## src/hw/rtl/tslpe_pkg.sv

```systemverilog
// ----------------------------------------------------------------------------
// tslpe_pkg
// shared types and constants of the transport stream lpcm payload extractor
// ----------------------------------------------------------------------------
package tslpe_pkg;

   // bytes in one transport packet
   localparam int unsigned TS_PACKET_BYTES = 188;
   // bytes in the transport packet header
   localparam int unsigned TS_HEADER_BYTES = 4;

   localparam int unsigned POS_WIDTH  = $clog2(TS_PACKET_BYTES);
   localparam int unsigned CSR_DATA_W = 13;

   // register reset values
   localparam logic [12:0] TARGET_PID_RESET       = 13'h1100;
   localparam logic [6:0]  RTP_HEADER_BYTES_RESET = 7'd12;
   localparam logic [7:0]  PES_HEADER_SKIP_RESET  = 8'd20;
   localparam logic        SWAP_ENABLE_RESET      = 1'b1;

   typedef enum logic [1:0] {
      CSR_TARGET_PID       = 2'd0,
      CSR_RTP_HEADER_BYTES = 2'd1,
      CSR_PES_HEADER_SKIP  = 2'd2,
      CSR_SWAP_ENABLE      = 2'd3
   } tslpe_csr_index_type;

   typedef struct packed {
      logic [12:0] target_pid;
      logic [6:0]  rtp_header_bytes;
      logic [7:0]  pes_header_skip;
      logic        swap_enable;
   } tslpe_cfg_type;

   typedef struct packed {
      logic [7:0] in_byte;
      logic       datagram_start;
      logic       slice_start;
   } tslpe_req_type;

   typedef struct packed {
      logic [15:0] sample;
      logic        first_of_slice;
   } tslpe_rsp_type;

endpackage

```

## src/hw/rtl/ts_lpcm_payload_extractor_top.sv

```systemverilog
// ----------------------------------------------------------------------------
// ts_lpcm_payload_extractor_top
// rtp / mpeg-2 transport stream depacketizer giving 16-bit lpcm samples
// ----------------------------------------------------------------------------
// path: the byte completing a sample passes the input register, then the result
//    register, before the sample is valid on rsp
// throughput: one byte per cycle, set by the single parse step between the
//    input register and the result register; a sample held on rsp while
//    rsp_ready is low stalls the input once the input register is full
// reset: synchronous, clears parse state, pairing and the valid flags of both
//    pipeline registers and loads the configuration registers with defaults
// ----------------------------------------------------------------------------
module ts_lpcm_payload_extractor_top
   import tslpe_pkg::*;
(
   input  logic                  clock,
   input  logic                  reset,
   // byte stream
   input  logic                  req_valid,
   output logic                  req_ready,
   input  tslpe_req_type         req_payload,
   // samples
   output logic                  rsp_valid,
   input  logic                  rsp_ready,
   output tslpe_rsp_type         rsp_payload,
   // configuration writes
   input  logic                  csr_valid,
   output logic                  csr_ready,
   input  logic [1:0]            csr_index,
   input  logic [CSR_DATA_W-1:0] csr_wdata
);

   tslpe_cfg_type cfg;

   // input register stage
   logic          s1_valid_ff, s1_valid_in;
   tslpe_req_type s1_item_ff;
   logic          s1_advance;

   // result register
   logic          rsp_valid_ff, rsp_valid_in;
   tslpe_rsp_type rsp_item_ff;

   logic          emit;
   tslpe_rsp_type result;

   // configuration is always writable; the user must write it only while idle, the block does not enforce this
   assign csr_ready = 1'b1;

   tslpe_csr u_csr (
      .clock       (clock),
      .reset       (reset),
      .write_en    (csr_valid & csr_ready),
      .write_index (tslpe_csr_index_type'(csr_index)),
      .write_data  (csr_wdata),
      .cfg         (cfg)
   );

   // the held byte moves on once the result register is free or draining
   assign s1_advance = s1_valid_ff & (~rsp_valid_ff | rsp_ready);
   // a new transaction enters whenever the input register is empty or empties this cycle
   assign req_ready  = ~s1_valid_ff | s1_advance;

   tslpe_parser u_parser (
      .clock  (clock),
      .reset  (reset),
      .step   (s1_advance),
      .item   (s1_item_ff),
      .cfg    (cfg),
      .emit   (emit),
      .result (result)
   );

   always_comb begin
      s1_valid_in = (req_valid & req_ready) | (s1_valid_ff & ~s1_advance);
      // a pending result is never overwritten: s1_advance implies it drains
      if (s1_advance) begin
         rsp_valid_in = emit;
      end else begin
         rsp_valid_in = rsp_valid_ff & ~rsp_ready;
      end
   end

   always_ff @(posedge clock) begin
      if (reset) begin
         s1_valid_ff  <= 1'b0;
         rsp_valid_ff <= 1'b0;
      end else begin
         s1_valid_ff  <= s1_valid_in;
         rsp_valid_ff <= rsp_valid_in;
      end
   end

   // payload registers carry no reset
   always_ff @(posedge clock) begin
      if (req_valid & req_ready) begin
         s1_item_ff <= req_payload;
      end
      if (s1_advance & emit) begin
         rsp_item_ff <= result;
      end
   end

   assign rsp_valid   = rsp_valid_ff;
   assign rsp_payload = rsp_item_ff;

endmodule

```

## src/hw/rtl/tslpe_csr.sv

```systemverilog
// ----------------------------------------------------------------------------
// tslpe_csr
// configuration registers written over the csr channel
// ----------------------------------------------------------------------------
module tslpe_csr
   import tslpe_pkg::*;
(
   input  logic                      clock,
   input  logic                      reset,
   input  logic                      write_en,
   input  tslpe_csr_index_type       write_index,
   input  logic [CSR_DATA_W-1:0]     write_data,
   output tslpe_cfg_type             cfg
);

   tslpe_cfg_type cfg_ff;
   tslpe_cfg_type cfg_in;

   always_comb begin
      cfg_in = cfg_ff;
      if (write_en) begin
         case (write_index)
            CSR_TARGET_PID:       cfg_in.target_pid       = write_data[12:0];
            CSR_RTP_HEADER_BYTES: cfg_in.rtp_header_bytes = write_data[6:0];
            CSR_PES_HEADER_SKIP:  cfg_in.pes_header_skip  = write_data[7:0];
            CSR_SWAP_ENABLE:      cfg_in.swap_enable      = write_data[0];
            default:              cfg_in = cfg_ff;
         endcase
      end
   end

   always_ff @(posedge clock) begin
      if (reset) begin
         cfg_ff.target_pid       <= TARGET_PID_RESET;
         cfg_ff.rtp_header_bytes <= RTP_HEADER_BYTES_RESET;
         cfg_ff.pes_header_skip  <= PES_HEADER_SKIP_RESET;
         cfg_ff.swap_enable      <= SWAP_ENABLE_RESET;
      end else begin
         cfg_ff <= cfg_in;
      end
   end

   assign cfg = cfg_ff;

endmodule

```

## src/hw/rtl/tslpe_parser.sv

```systemverilog
// ----------------------------------------------------------------------------
// tslpe_parser
// datagram and packet header tracking, payload selection and byte pairing
// ----------------------------------------------------------------------------
module tslpe_parser
   import tslpe_pkg::*;
(
   input  logic            clock,
   input  logic            reset,
   input  logic            step,
   input  tslpe_req_type   item,
   input  tslpe_cfg_type   cfg,
   output logic            emit,
   output tslpe_rsp_type   result
);

   logic [6:0]           skip_cnt_ff,  skip_cnt_in;
   logic [POS_WIDTH-1:0] pos_ff,       pos_in;
   logic [7:0]           hdr_byte1_ff, hdr_byte1_in;
   logic                 afc_ff,       afc_in;
   logic                 pid_match_ff, pid_match_in;
   logic [7:0]           limit_ff,     limit_in;
   logic [7:0]           held_ff,      held_in;
   logic                 parity_ff,    parity_in;
   logic                 first_ff,     first_in;

   logic                 dgram;
   logic [6:0]           skip_now;
   logic [POS_WIDTH-1:0] pos_cur;
   logic [POS_WIDTH:0]   pos_inc;
   logic [8:0]           limit_sum;
   logic                 payload_hit;
   logic                 parity_cur;
   logic                 first_cur;
   logic [7:0]           b;

   always_comb begin
      b            = item.in_byte;
      dgram        = item.datagram_start | item.slice_start;
      skip_now     = dgram ? cfg.rtp_header_bytes : skip_cnt_ff;
      pos_cur      = dgram ? '0 : pos_ff;
      pos_inc      = {1'b0, pos_cur} + 1'b1;
      parity_cur   = item.slice_start ? 1'b0 : parity_ff;
      first_cur    = item.slice_start ? 1'b1 : first_ff;
      limit_sum    = {1'b0, limit_ff} + 9'd1 + {1'b0, b};

      skip_cnt_in  = skip_cnt_ff;
      pos_in       = pos_cur;
      hdr_byte1_in = hdr_byte1_ff;
      afc_in       = afc_ff;
      pid_match_in = pid_match_ff;
      limit_in     = limit_ff;
      held_in      = held_ff;
      parity_in    = parity_cur;
      first_in     = first_cur;
      payload_hit  = 1'b0;
      emit         = 1'b0;

      if (skip_now != 7'd0) begin
         skip_cnt_in = skip_now - 7'd1;
      end else begin
         skip_cnt_in = 7'd0;
         case (pos_cur)
            POS_WIDTH'(0): begin
               hdr_byte1_in = 8'd0;
               afc_in       = 1'b0;
            end
            POS_WIDTH'(1): begin
               hdr_byte1_in = b;
            end
            POS_WIDTH'(2): begin
               pid_match_in = ({hdr_byte1_ff[4:0], b} == cfg.target_pid);
            end
            POS_WIDTH'(3): begin
               afc_in   = b[5];
               // pusi selects the fixed pes header skip
               limit_in = hdr_byte1_ff[6] ? cfg.pes_header_skip : 8'd0;
            end
            default: begin
               // adaptation field length byte extends the skip, saturating
               if (pos_cur == POS_WIDTH'(TS_HEADER_BYTES) && afc_ff) begin
                  limit_in = limit_sum[8] ? 8'hFF : limit_sum[7:0];
               end
               payload_hit = pid_match_ff &&
                  (8'(pos_cur - POS_WIDTH'(TS_HEADER_BYTES)) >= limit_in);
            end
         endcase
         pos_in = (pos_inc >= (POS_WIDTH+1)'(TS_PACKET_BYTES)) ? '0 : pos_inc[POS_WIDTH-1:0];

         if (payload_hit) begin
            if (!parity_cur) begin
               held_in   = b;
               parity_in = 1'b1;
            end else begin
               parity_in = 1'b0;
               first_in  = 1'b0;
               emit      = 1'b1;
            end
         end
      end

      result.sample         = cfg.swap_enable ? {b, held_ff} : {held_ff, b};
      result.first_of_slice = first_cur;
   end

   always_ff @(posedge clock) begin
      if (reset) begin
         skip_cnt_ff  <= '0;
         pos_ff       <= '0;
         hdr_byte1_ff <= '0;
         afc_ff       <= 1'b0;
         pid_match_ff <= 1'b0;
         limit_ff     <= '0;
         held_ff      <= '0;
         parity_ff    <= 1'b0;
         first_ff     <= 1'b1;
      end else if (step) begin
         skip_cnt_ff  <= skip_cnt_in;
         pos_ff       <= pos_in;
         hdr_byte1_ff <= hdr_byte1_in;
         afc_ff       <= afc_in;
         pid_match_ff <= pid_match_in;
         limit_ff     <= limit_in;
         held_ff      <= held_in;
         parity_ff    <= parity_in;
         first_ff     <= first_in;
      end
   end

endmodule

```

## config.mk

```make
export PLATFORM = sky130hd
export DESIGN_NAME = ts_lpcm_payload_extractor_top
export DESIGN_NICKNAME = d
export VERILOG_FILES = /design/src/hw/rtl/tslpe_pkg.sv /design/src/hw/rtl/ts_lpcm_payload_extractor_top.sv /design/src/hw/rtl/tslpe_csr.sv /design/src/hw/rtl/tslpe_parser.sv
export SDC_FILE = /design/constraint.sdc
export NUM_CORES = 1
export LEC_CHECK = 0
export ABC_AREA = 1
export BUFFER_PORTS_ARGS = -buffer_cell sky130_fd_sc_hd__clkbuf_2
export CAP_MARGIN = 20
export CORE_MARGIN = 5
export CORE_UTILIZATION = 46
export DETAILED_ROUTE_END_ITERATION = 6
export GPL_TIMING_DRIVEN = 1
export PLACE_DENSITY = 0.63
export SLEW_MARGIN = 20
export SYNTH_ARGS = -nofsm -noshare
export SYNTH_HDL_FRONTEND = slang
export SYNTH_SLANG_ARGS = --single-unit
```

## constraint.sdc

```tcl
create_clock -name clock -period 8.83 [get_ports clock]
set_input_delay 1.766 -clock clock [delete_from_list [all_inputs] [get_ports clock]]
set_output_delay 1.766 -clock clock [all_outputs]
set_load 0.005 [all_outputs]
```

### Word level (Yosys, flattened, before mapping)

Index checks and enable logic that the tools add are counted.

* register bits after elaboration: 100
* bits in latches: 0
* memory bits (writable): 0
* bits in read-only memories: 0
* input bits: 30
* memories kept: 0

* add/subtract/negate cells: 5
* multiply operators: 0
* divide/modulo/power cells: 0
* $lt $le $gt $ge: 2
* equality and inequality tests: 8
* shifts and indexed selects: 0
* muxes and demuxes: 28
* bitwise logic cells: 16
* reductions and logical operators: 18

Operators with widths (count)
* $mux 8: 8
* $add 8x1->9 const B: 2
* $eq 8x2->1 const B: 2
* $mux 16: 1
* $pmux 8 s2: 1
* $mux 1: 14
* $mux 7: 2
* $pmux 7 s2: 1
* $eq 13x13->1: 1
* $reduce_and 3->1: 4
* $add 9x8->9: 1
* $ge 9x8->1 const B: 1
* $eq 8x1->1 const B: 1
* $eq 8x3->1 const B: 1
* $ge 8x8->1: 1
* $logic_not 8->1: 1
* $reduce_and 2->1: 4
* $sub 8x3->8 const B: 1
* $not 1->1: 7
* $reduce_bool 7->1: 1
* $sub 7x1->7 const B: 1
* $and 1x1->1: 5
* $eq 2x2->1 const B: 2
* $or 1x1->1: 4
* 8 further kinds: 10

### Logic depth before layout (Yosys ltp)

Gate-level depths: netlist of run 1.

* depth after elaboration: 14
* mapped depth: 25
* mapped depth without buffers: 23

### Cells and area by module

From an unflattened synthesis of run 1, not the netlist that was laid out.

* cells, all modules: 750
* area total of the unflattened synthesis: 5580.4 um^2

Modules (own cells, without submodules)
* tslpe_parser: instances 1, cells each 525, area an instance 3395.8 um^2, sequential area each 820.8 um^2
* tslpe_csr: instances 1, cells each 178, area an instance 1257.5 um^2, sequential area each 580.6 um^2
* ts_lpcm_payload_extractor_top: instances 1, cells each 47, area an instance 927.1 um^2, sequential area each 850.8 um^2

### Worst setup path after synthesis of run 1

Ideal clock, no wire load.

* kind: input-to-output
* start: in rsp_ready
* end: out req_ready
* arrival time: 1915 ps
* slack: 5149 ps
* stages on the path: 2
* buffers on the path: 0
* path through: inv_1 -> nand3_1

* word-level cells in the longest chain between the ends: 3

Ends and longest elaborated chain
* start: declaration: RTL line ts_lpcm_payload_extractor_top.sv:24 `input logic rsp_ready,`
* $or 1x1->1: RTL line ts_lpcm_payload_extractor_top.sv:60 `assign s1_advance = s1_valid_ff & (~rsp_valid_ff | rsp_ready);`
* $and 1x1->1: RTL line ts_lpcm_payload_extractor_top.sv:60
* $or 1x1->1: RTL line ts_lpcm_payload_extractor_top.sv:62 `assign req_ready = ~s1_valid_ff | s1_advance;`
* end: declaration: RTL line ts_lpcm_payload_extractor_top.sv:20 `output logic req_ready,`

Every way passes these cells.

### Worst setup path in the final report of run 1

* start: reg s1_item_ff[0] in the netlist's numbering
* end: reg rsp_item_ff (netlist bit rsp_payload[15]), enable pin

* word-level cells in the longest chain between the ends: 14
* elaborated cells on any way between the ends: 24

Ends and longest elaborated chain
* start: declaration: RTL line ts_lpcm_payload_extractor_top.sv:37 `tslpe_req_type s1_item_ff;`
* start signal: assignment: RTL line ts_lpcm_payload_extractor_top.sv:97 `s1_item_ff <= req_payload;`
* $or 1x1->1: RTL line tslpe_parser.sv:39 `dgram = item.datagram_start | item.slice_start;`
* $mux 8: RTL line tslpe_parser.sv:41 `pos_cur = dgram ? '0 : pos_ff;`
* $eq 8x3->1: RTL line tslpe_parser.sv:81 `if (pos_cur == POS_WIDTH'(TS_HEADER_BYTES) && afc_ff) begin`
* $logic_and 1x1->1: RTL line tslpe_parser.sv:81
* $mux 8: RTL line tslpe_parser.sv:81
* $mux 8: RTL line tslpe_parser.sv:63 `case (pos_cur)`
* $mux 8: RTL line tslpe_parser.sv:59 `if (skip_now != 7'd0) begin`
* $ge 8x8->1: RTL line tslpe_parser.sv:85 `(8'(pos_cur - POS_WIDTH'(TS_HEADER_BYTES)) >= limit_in);`
* $logic_and 1x1->1: RTL line tslpe_parser.sv:84 `payload_hit = pid_match_ff &&`
* $mux 1: RTL line tslpe_parser.sv:63
* $mux 1: RTL line tslpe_parser.sv:59
* $mux 1: RTL line tslpe_parser.sv:90 `if (payload_hit) begin`
* $mux 1 *: RTL line tslpe_parser.sv:59
* $and 1x1->1 *: RTL line ts_lpcm_payload_extractor_top.sv:99 `if (s1_advance & emit) begin`
* end signal: assignment: RTL line ts_lpcm_payload_extractor_top.sv:100 `rsp_item_ff <= result;`
* end: declaration: RTL line ts_lpcm_payload_extractor_top.sv:42 `tslpe_rsp_type rsp_item_ff;`

Every way passes the cells marked *; elsewhere a longest branch is shown, timed or not. The select of a mux whose other input is x is not followed.
A chain may end at the register's enable or synchronous reset.

==> results of run 1 <==
[cell type report]
cell class	count	area, sq um	area share (%)
timing repair buffer	51	263	4.45
sequential	99	2250	38.1
clock inverter	6	65.1	1.10
multi-input combinational	489	2630	44.6
tap	143	179	3.03
clock buffer	10	229	3.88
inverter	76	285	4.83
[worst max-delay path, delay by kind of cell, from the launching register on]
family	cells	cell delay, ns
AND/OR/NAND/NOR	12	2.14
adder cells (fa/ha/maj)	3	0.63
flip-flops	1	0.46
buffers and inverters	3	0.75
[cell families (layout without fill, tap and decap cells)]
family,Yosys count,count (layout),share of synthesized area (%)
AOI/OAI and AO/OA,134,134,13.7
adders and majority gates,27,27,6.54
DFF,99,99,42.6
buffers and inverters,98,143,7.56
other,1,1,0.0710
and+or+nand+nor,302,302,25.4
xor gates and xnor gates,25,25,4.14
[per-stage QoR]
| stage | hold WS (ns) | setup slack [ns] |
|---|---|---|
| 2_1_floorplan | 0.429 | 5.15 |
| 3_3_place_gp | 0.454 | 4.71 |
| 3_5_place_dp | 0.460 | 4.45 |
| 4_1_cts | 0.470 | 4.42 |
| 5_1_grt | 0.483 | 3.99 |
| 6_report | 0.468 | 4.45 |
[power groups by stage]
| stage | clock [W] | sequential [W] | combinational (W) |
|---|---|---|---|
| final | 0.000394 | 0.000495 | 0.0000825 |
| after global routing | 0.000419 | 0.000496 | 0.0000954 |
| after CTS | 0.000400 | 0.000495 | 0.0000830 |
| after detailed placement | 0 | 0.000505 | 0.0000824 |
| after global placement | 0 | 0.000505 | 0.0000808 |
| after floorplan | 0 | 0.000498 | 0.0000635 |
[final timing paths]
path	start	endpoint	slack, ns	depth (start not counted)
max reg2reg	s1_item_ff[0]	rsp_payload[15]	4.45	18
min	u_parser.skip_cnt_ff[2]	u_parser.skip_cnt_ff[2]	0.47	2
max	s1_item_ff[0]	rsp_payload[15]	4.45	18
min reg2reg	u_parser.skip_cnt_ff[2]	u_parser.skip_cnt_ff[2]	0.47	2
[state kept, by name, indices dropped and copies added (netlist names), 6 cells and up]
name	count
u_parser.pos_ff	8
u_parser.limit_ff	8
u_parser.skip_cnt_ff	7
u_parser.hdr_byte1_ff	6
s1_item_ff	10
rsp_payload	17
u_parser.held_ff	8
u_csr.cfg	29
[synthesized netlist by cell type]
library cell / count
or2_2: 5
conb_1: 1
xnor2_1: 11
fa_1: 1
edfxtp_1: 27
o211ai_1: 2
o21ai_0: 43
buf_4: 2
nand2_2: 8
nor2_1: 89
buf_2: 1
nand4_1: 13
clkbuf_1: 16
xor2_1: 14
nand2_1: 128
o22ai_1: 1
inv_2: 5
o21a_1: 3
nor2_4: 5
nand3_1: 41
o31ai_1: 2
dfxtp_1: 72
o2111ai_1: 1
a21oi_1: 58
nand2_4: 2
buf_6: 3
o21bai_1: 1
inv_1: 71
o311ai_0: 1
o221ai_1: 1
a21boi_0: 2
nor2_2: 4
o21ai_2: 3
a22oi_1: 1
nor3_1: 4
nand3b_1: 2
nor2_8: 1
ha_1: 26
o21ai_1: 15
[placed cells by master, fill, tap and decap left out, types with 2 or more instances in the layout]
cell type,instances
nand2_1,128
a21oi_1,58
nand2_2,8
nor2_4,5
nor2_1,89
nand3_1,41
o21ai_2,3
o31ai_1,2
or2_2,5
edfxtp_1,27
nand2_4,2
inv_2,5
o211ai_1,2
a21boi_0,2
nand3b_1,2
o21ai_1,15
inv_1,71
nor3_1,4
clkinv_2,3
xnor2_1,11
dfxtp_1,72
xor2_1,14
clkbuf_2,48
nand4_1,13
nor2_2,4
buf_4,3
o21ai_0,43
ha_1,26
clkbuf_16,9
o21a_1,3
[layer usage]
| metal | part of all wire [%] | global-route usage [%] |
|---|---|---|
| met4 | 1.7 | 6.12 |
| met2 | 47 | 31.7 |
| met3 | 5.3 | 3.65 |
| met5 | 0 | 0 |
| met1 | 46 | 26.2 |
==> flow_metrics.env, run 1 <==
export IMPL_nets=783
export IMPL_wire_per_inst_microns=14.4
export IMPL_gr_total_overflow=0
export IMPL_yosys_top_cells_area="dfxtp_1, edfxtp_1, nand2_1, nor2_1, ha_1"
export IMPL_vdd_drop_max_mv=0.111
export IMPL_numCtsBuffers=9
export IMPL_die_area_sq_um=13700
export IMPL_placed_area_sq_um=5610
export IMPL_grt_pass1_wl_microns=21000
export IMPL_powerDensity_nw_per_um2=164
export IMPL_cp_end_kind="register"
export IMPL_gp_congestion=0.897
export IMPL_min_path_type="reg2reg"
export IMPL_ant_nets=0
export IMPL_finalPower_w=0.000971
export IMPL_fp_dieH_microns=117
export IMPL_cts_max_level=3
export IMPL_clock_root_buffer="clkbuf_16"
export IMPL_drc=0
export IMPL_ys_ff_latch=99
export IMPL_antenna_cells=0
export IMPL_fin_cells=874
export IMPL_path_class="reg2reg"
export IMPL_status="finished, final reports clean"
export IMPL_combPwrFrac_pct=8.5
export IMPL_fin_crit_ns=4.38
export IMPL_p_leak_nw=2.71
export IMPL_layout_drive_gt1_share_pct=13.5
export IMPL_cts_hold_buf=0
export IMPL_drt_wl_total_microns=12600
export IMPL_cts_tree="built"
export IMPL_p_seq_share_pct=51.0
export IMPL_grt_setup_unrepaired="false"
export IMPL_yosysWarnings=0
export IMPL_crit_path_max_incr_delay_ns=0.53
export IMPL_area_growth_syn_to_layout_pct=11.8
export IMPL_cp_start_kind="register"
export IMPL_start_util_pct=46.7
export IMPL_synth_cell_types=39
export IMPL_tightest_slew_ns=0.902
export IMPL_viasPerCell=5.20
export IMPL_finalHoldViolCount=0
export IMPL_final_area_sq_um=5900
export IMPL_relSlewSlack_pct=39.8
export IMPL_clockPowerShare_pct=40.5
export IMPL_portBuffers=48
export IMPL_grt_usage_pct=19.5
export IMPL_clockBufferDepth=2
export IMPL_skew_ns=0.00636
export IMPL_switching_share_pct=24.6
export IMPL_synth_largest_area_cell="dfxtp_1"
export IMPL_first_global_vias=4343
export IMPL_cp_arrival_ns=4.36
export IMPL_dp_cells=858
export IMPL_die_x_microns=117
export IMPL_worstPathRequired_ns=8.80
export IMPL_syn_inst=686
export IMPL_crit_chain="nor2_4 -> nand2_2 -> inv_1 -> ha_1 -> nand3_1 -> nor2_4 -> or2_2 -> nand2_1 -> ha_1 -> nand2_1 -> nor2_1 -> nand4_1 -> nand3_1 -> inv_1 -> nor2_4 -> ha_1 -> nand2_1 -> inv_1"
export IMPL_postCtsSetupBuffers=0
export IMPL_grt_max_degree=49
export IMPL_n_fill_cell=1102
export IMPL_p_sw_w=0.000239
export IMPL_max_freq_ghz=0.228
export IMPL_fin_crit_sh_pct=49.6
export IMPL_worstSkewPairLatency_ns=0.34
export IMPL_clkTransAtPathRegs_ns=0.07
export IMPL_finalMaxSlewViolations=0
export IMPL_first_pass_iters=5
export IMPL_drt_iter0_markers=367
export IMPL_post_route_util_pct=52.2
export IMPL_max_cap_viol_count=0
export IMPL_cts_sinks=99
export IMPL_core_sq_um=11300
export IMPL_rows=39
export IMPL_setup_violations=0
export IMPL_vias=4544
export IMPL_dp_hpwl_microns=9430
export IMPL_avgSynthCellArea_sq_um=7.70
export IMPL_cp_max_fo=23
export IMPL_mappedNetlistNets=743
export IMPL_cpMaxStageDelayCell="inv_1"
export IMPL_synth_seq_area_share_pct=42.6
export IMPL_num_io_pins=50
export IMPL_p_int_w=0.000732
export IMPL_syn_area_sq_um=5280
export IMPL_antenna_found_initial=0
export IMPL_setup_tns_final_ns=0
export IMPL_cts_resized_gates=0
export IMPL_synth_top_area_share_pct=27.3
(Power assumes the default switching activity.)
==> run 2, diff against run 1 <==
--- a/config.mk
+++ b/config.mk
@@ -12,7 +12,7 @@
 export CORE_UTILIZATION = 46
 export DETAILED_ROUTE_END_ITERATION = 6
 export GPL_TIMING_DRIVEN = 1
-export PLACE_DENSITY = 0.63
+export PLACE_DENSITY = 0.66
 export SLEW_MARGIN = 20
 export SYNTH_ARGS = -nofsm -noshare
 export SYNTH_HDL_FRONTEND = slang
==> constraint.sdc (replaced) <==
create_clock -name clock -period 3.65 [get_ports clock]
set_input_delay 0.73 -clock clock [delete_from_list [all_inputs] [get_ports clock]]
set_output_delay 0.73 -clock clock [all_outputs]
set_load 0.005 [all_outputs]
==> run 2 against run 1 <==
  * Register-to-register slack got worse by 4.2 ns
  * Hold slack got worse by 0.0041 ns
  * Sequential cell count did not move
  * Sequential share of layout area fell by 1.3 points
  * Global-route usage fell by 0.26 points
  * Via count rose by 1.5%
  * Wire length rose by 0.87%
  * Critical endpoint is now rsp_payload[16]
  * Highest routed layer unchanged
==> flow_metrics.env, run 2 (same netlist as run 1, synthesis figures left out) <==
export IMPL_grt_pass1_wl_microns=20600
export IMPL_cts_tree="built"
export IMPL_antenna_found_initial=0
export IMPL_cts_hold_buf=0
export IMPL_clockBufferDepth=2
export IMPL_first_pass_iters=7
export IMPL_layout_drive_gt1_share_pct=17.1
export IMPL_grt_max_degree=42
export IMPL_largest_reg_flops=29
export IMPL_cp_start_kind="register"
export IMPL_ant_nets=0
export IMPL_start_util_pct=46.7
export IMPL_cp_max_fo=17
export IMPL_first_global_vias=4364
export IMPL_final_common_cell="nand2_1"
export IMPL_finalHoldViolCount=0
export IMPL_crit_path_max_incr_delay_ns=0.39
export IMPL_tightest_slew_ns=0.913
export IMPL_max_freq_ghz=0.294
export IMPL_area_growth_syn_to_layout_pct=15.6
export IMPL_clkTransAtPathRegs_ns=0.07
export IMPL_portBuffers=48
export IMPL_gr_total_overflow=0
export IMPL_gp_congestion=0.889
export IMPL_drc=0
export IMPL_p_seq_share_pct=51.4
export IMPL_cp_end_kind="register"
export IMPL_fin_cells=898
export IMPL_p_sw_w=0.000594
export IMPL_finalMaxSlewViolations=0
export IMPL_relSlewSlack_pct=39.0
export IMPL_num_io_pins=50
export IMPL_fp_dieH_microns=117
export IMPL_die_area_sq_um=13700
export IMPL_p_int_w=0.00172
export IMPL_cts_max_level=3
export IMPL_fin_crit_ns=3.41
export IMPL_max_cap_viol_count=0
export IMPL_dp_hpwl_microns=9600
export IMPL_clock_root_buffer="clkbuf_16"
export IMPL_cp_arrival_ns=3.46
export IMPL_path_class="reg2reg"
export IMPL_drt_iter0_markers=289
export IMPL_status="finished, final reports clean"
export IMPL_worstPathRequired_ns=3.71
export IMPL_rows=39
export IMPL_setup_violations=0
export IMPL_fin_crit_sh_pct=93.3
export IMPL_vias=4613
export IMPL_nets=807
export IMPL_worstSkewPairLatency_ns=0.35
export IMPL_grt_usage_pct=19.2
export IMPL_dp_cells=875
export IMPL_crit_family="adder cells"
export IMPL_numCtsBuffers=9
export IMPL_vdd_drop_max_mv=0.335
export IMPL_die_x_microns=117
export IMPL_p_leak_nw=2.82
export IMPL_core_sq_um=11300
export IMPL_drt_wl_total_microns=12700
export IMPL_viasPerCell=5.14
export IMPL_skew_ns=0.00853
export IMPL_antenna_cells=0
export IMPL_crit_chain="inv_1 -> ha_1 -> inv_1 -> fa_2 -> nand3_1 -> nand3_2 -> a21oi_2 -> buf_4 -> nand3_1 -> o21ai_0 -> inv_1 -> ha_1 -> nor2_1 -> nor2_1 -> o21ai_0 -> nand2_1 -> nand3_2 -> inv_1 -> nor2_4 -> ha_1 -> nand2_1 -> clkinvlp_4 -> buf_12"
export IMPL_min_path_type="reg2reg"
export IMPL_cpMaxStageDelayCell="edfxtp_1"
export IMPL_powerDensity_nw_per_um2=379
export IMPL_path_buf_inv=7
export IMPL_crit_top_cell="inv_1"
export IMPL_mostFrequentLayoutCells="nand2_1, nor2_1, dfxtp_1"
export IMPL_finalPower_w=0.00232
export IMPL_cts_sinks=99
export IMPL_wire_per_inst_microns=14.2
export IMPL_clockPowerShare_pct=38.9
export IMPL_combPwrFrac_pct=9.8
export IMPL_switching_share_pct=25.6
run 2: power groups by stage:
stage	Clock, W	Combinational (W)	Sequential (W)
3_3_place_gp	0	0.000216	0.00121
6_report	0.000900	0.000226	0.00119
3_5_place_dp	0	0.000219	0.00121
5_1_grt	0.000961	0.000255	0.00119
2_1_floorplan	0	0.000154	0.00120
4_1_cts	0.000914	0.000221	0.00119
run 2: cell type report:
type                       count  area, sq um
fill                        1097         5210
multi-input combinational    490         2660
sequential                    99         2250
timing repair buffer          74          448
inverter                      76          289
clock buffer                  10          229
tap                          143          179
clock inverter                 6         47.5
run 2: metal layers:
metal  up-vias  global-route usage [%]  part of all wire, %
met4         0                    6.50                  1.6
met2       118                    31.5                   47
met5         -                       0                    0
met1      2096                    25.6                   45
met3        21                    3.50                  6.0
li1       2378                       -                    -
run 2: worst reg2reg max path: stages, from the launching register on:
cell and delay [ns]:
edfxtp_1 0.39, inv_1 0.09, ha_1 0.14, inv_1 0.06, fa_2 0.35, nand3_1 0.10, nand3_2 0.11, a21oi_2 0.14
buf_4 0.16, nand3_1 0.06, o21ai_0 0.08, inv_1 0.08, ha_1 0.18, nor2_1 0.10, nor2_1 0.04, o21ai_0 0.17
nand2_1 0.09, nand3_2 0.08, inv_1 0.06, nor2_4 0.11, ha_1 0.15, nand2_1 0.10, clkinvlp_4 0.11, buf_12 0.15
run 2: through the flow:
stage | setup TNS, ns | setup slack (ns) | hold WS [ns] | util, % | instance area, sq um
2_1_floorplan | 0 | 0.132 | 0.429 | - | 5290
3_3_place_gp | 0 | 0.0879 | 0.453 | 50.7 | 5740
3_5_place_dp | -0.611 | -0.0373 | 0.457 | 50.7 | 5740
4_1_cts | 0 | 0.151 | 0.468 | 53.3 | 6040
5_1_grt | -0.681 | -0.0437 | 0.491 | 54.0 | 6110
6_report | 0 | 0.243 | 0.464 | 54.0 | 6110
run 2: path summary, 6_finish.rpt:
| check | end | start | depth (start not counted) | slack, ns |
|---|---|---|---|---|
| worst max register to register | rsp_payload[16] | s1_item_ff[2] | 23 | 0.24 |
| worst max-delay path | rsp_payload[16] | s1_item_ff[2] | 23 | 0.24 |
| worst min register to register | u_parser.skip_cnt_ff[4] | u_parser.skip_cnt_ff[4] | 2 | 0.46 |
| worst min-delay path | u_parser.skip_cnt_ff[4] | u_parser.skip_cnt_ff[4] | 2 | 0.46 |
run 2: repair_timing:
item	in CTS	in global routing
cloned	0	1
setup buffers	1	5
resized for setup	0	8
setup endpoints to repair	17	19
pin swaps	0	2
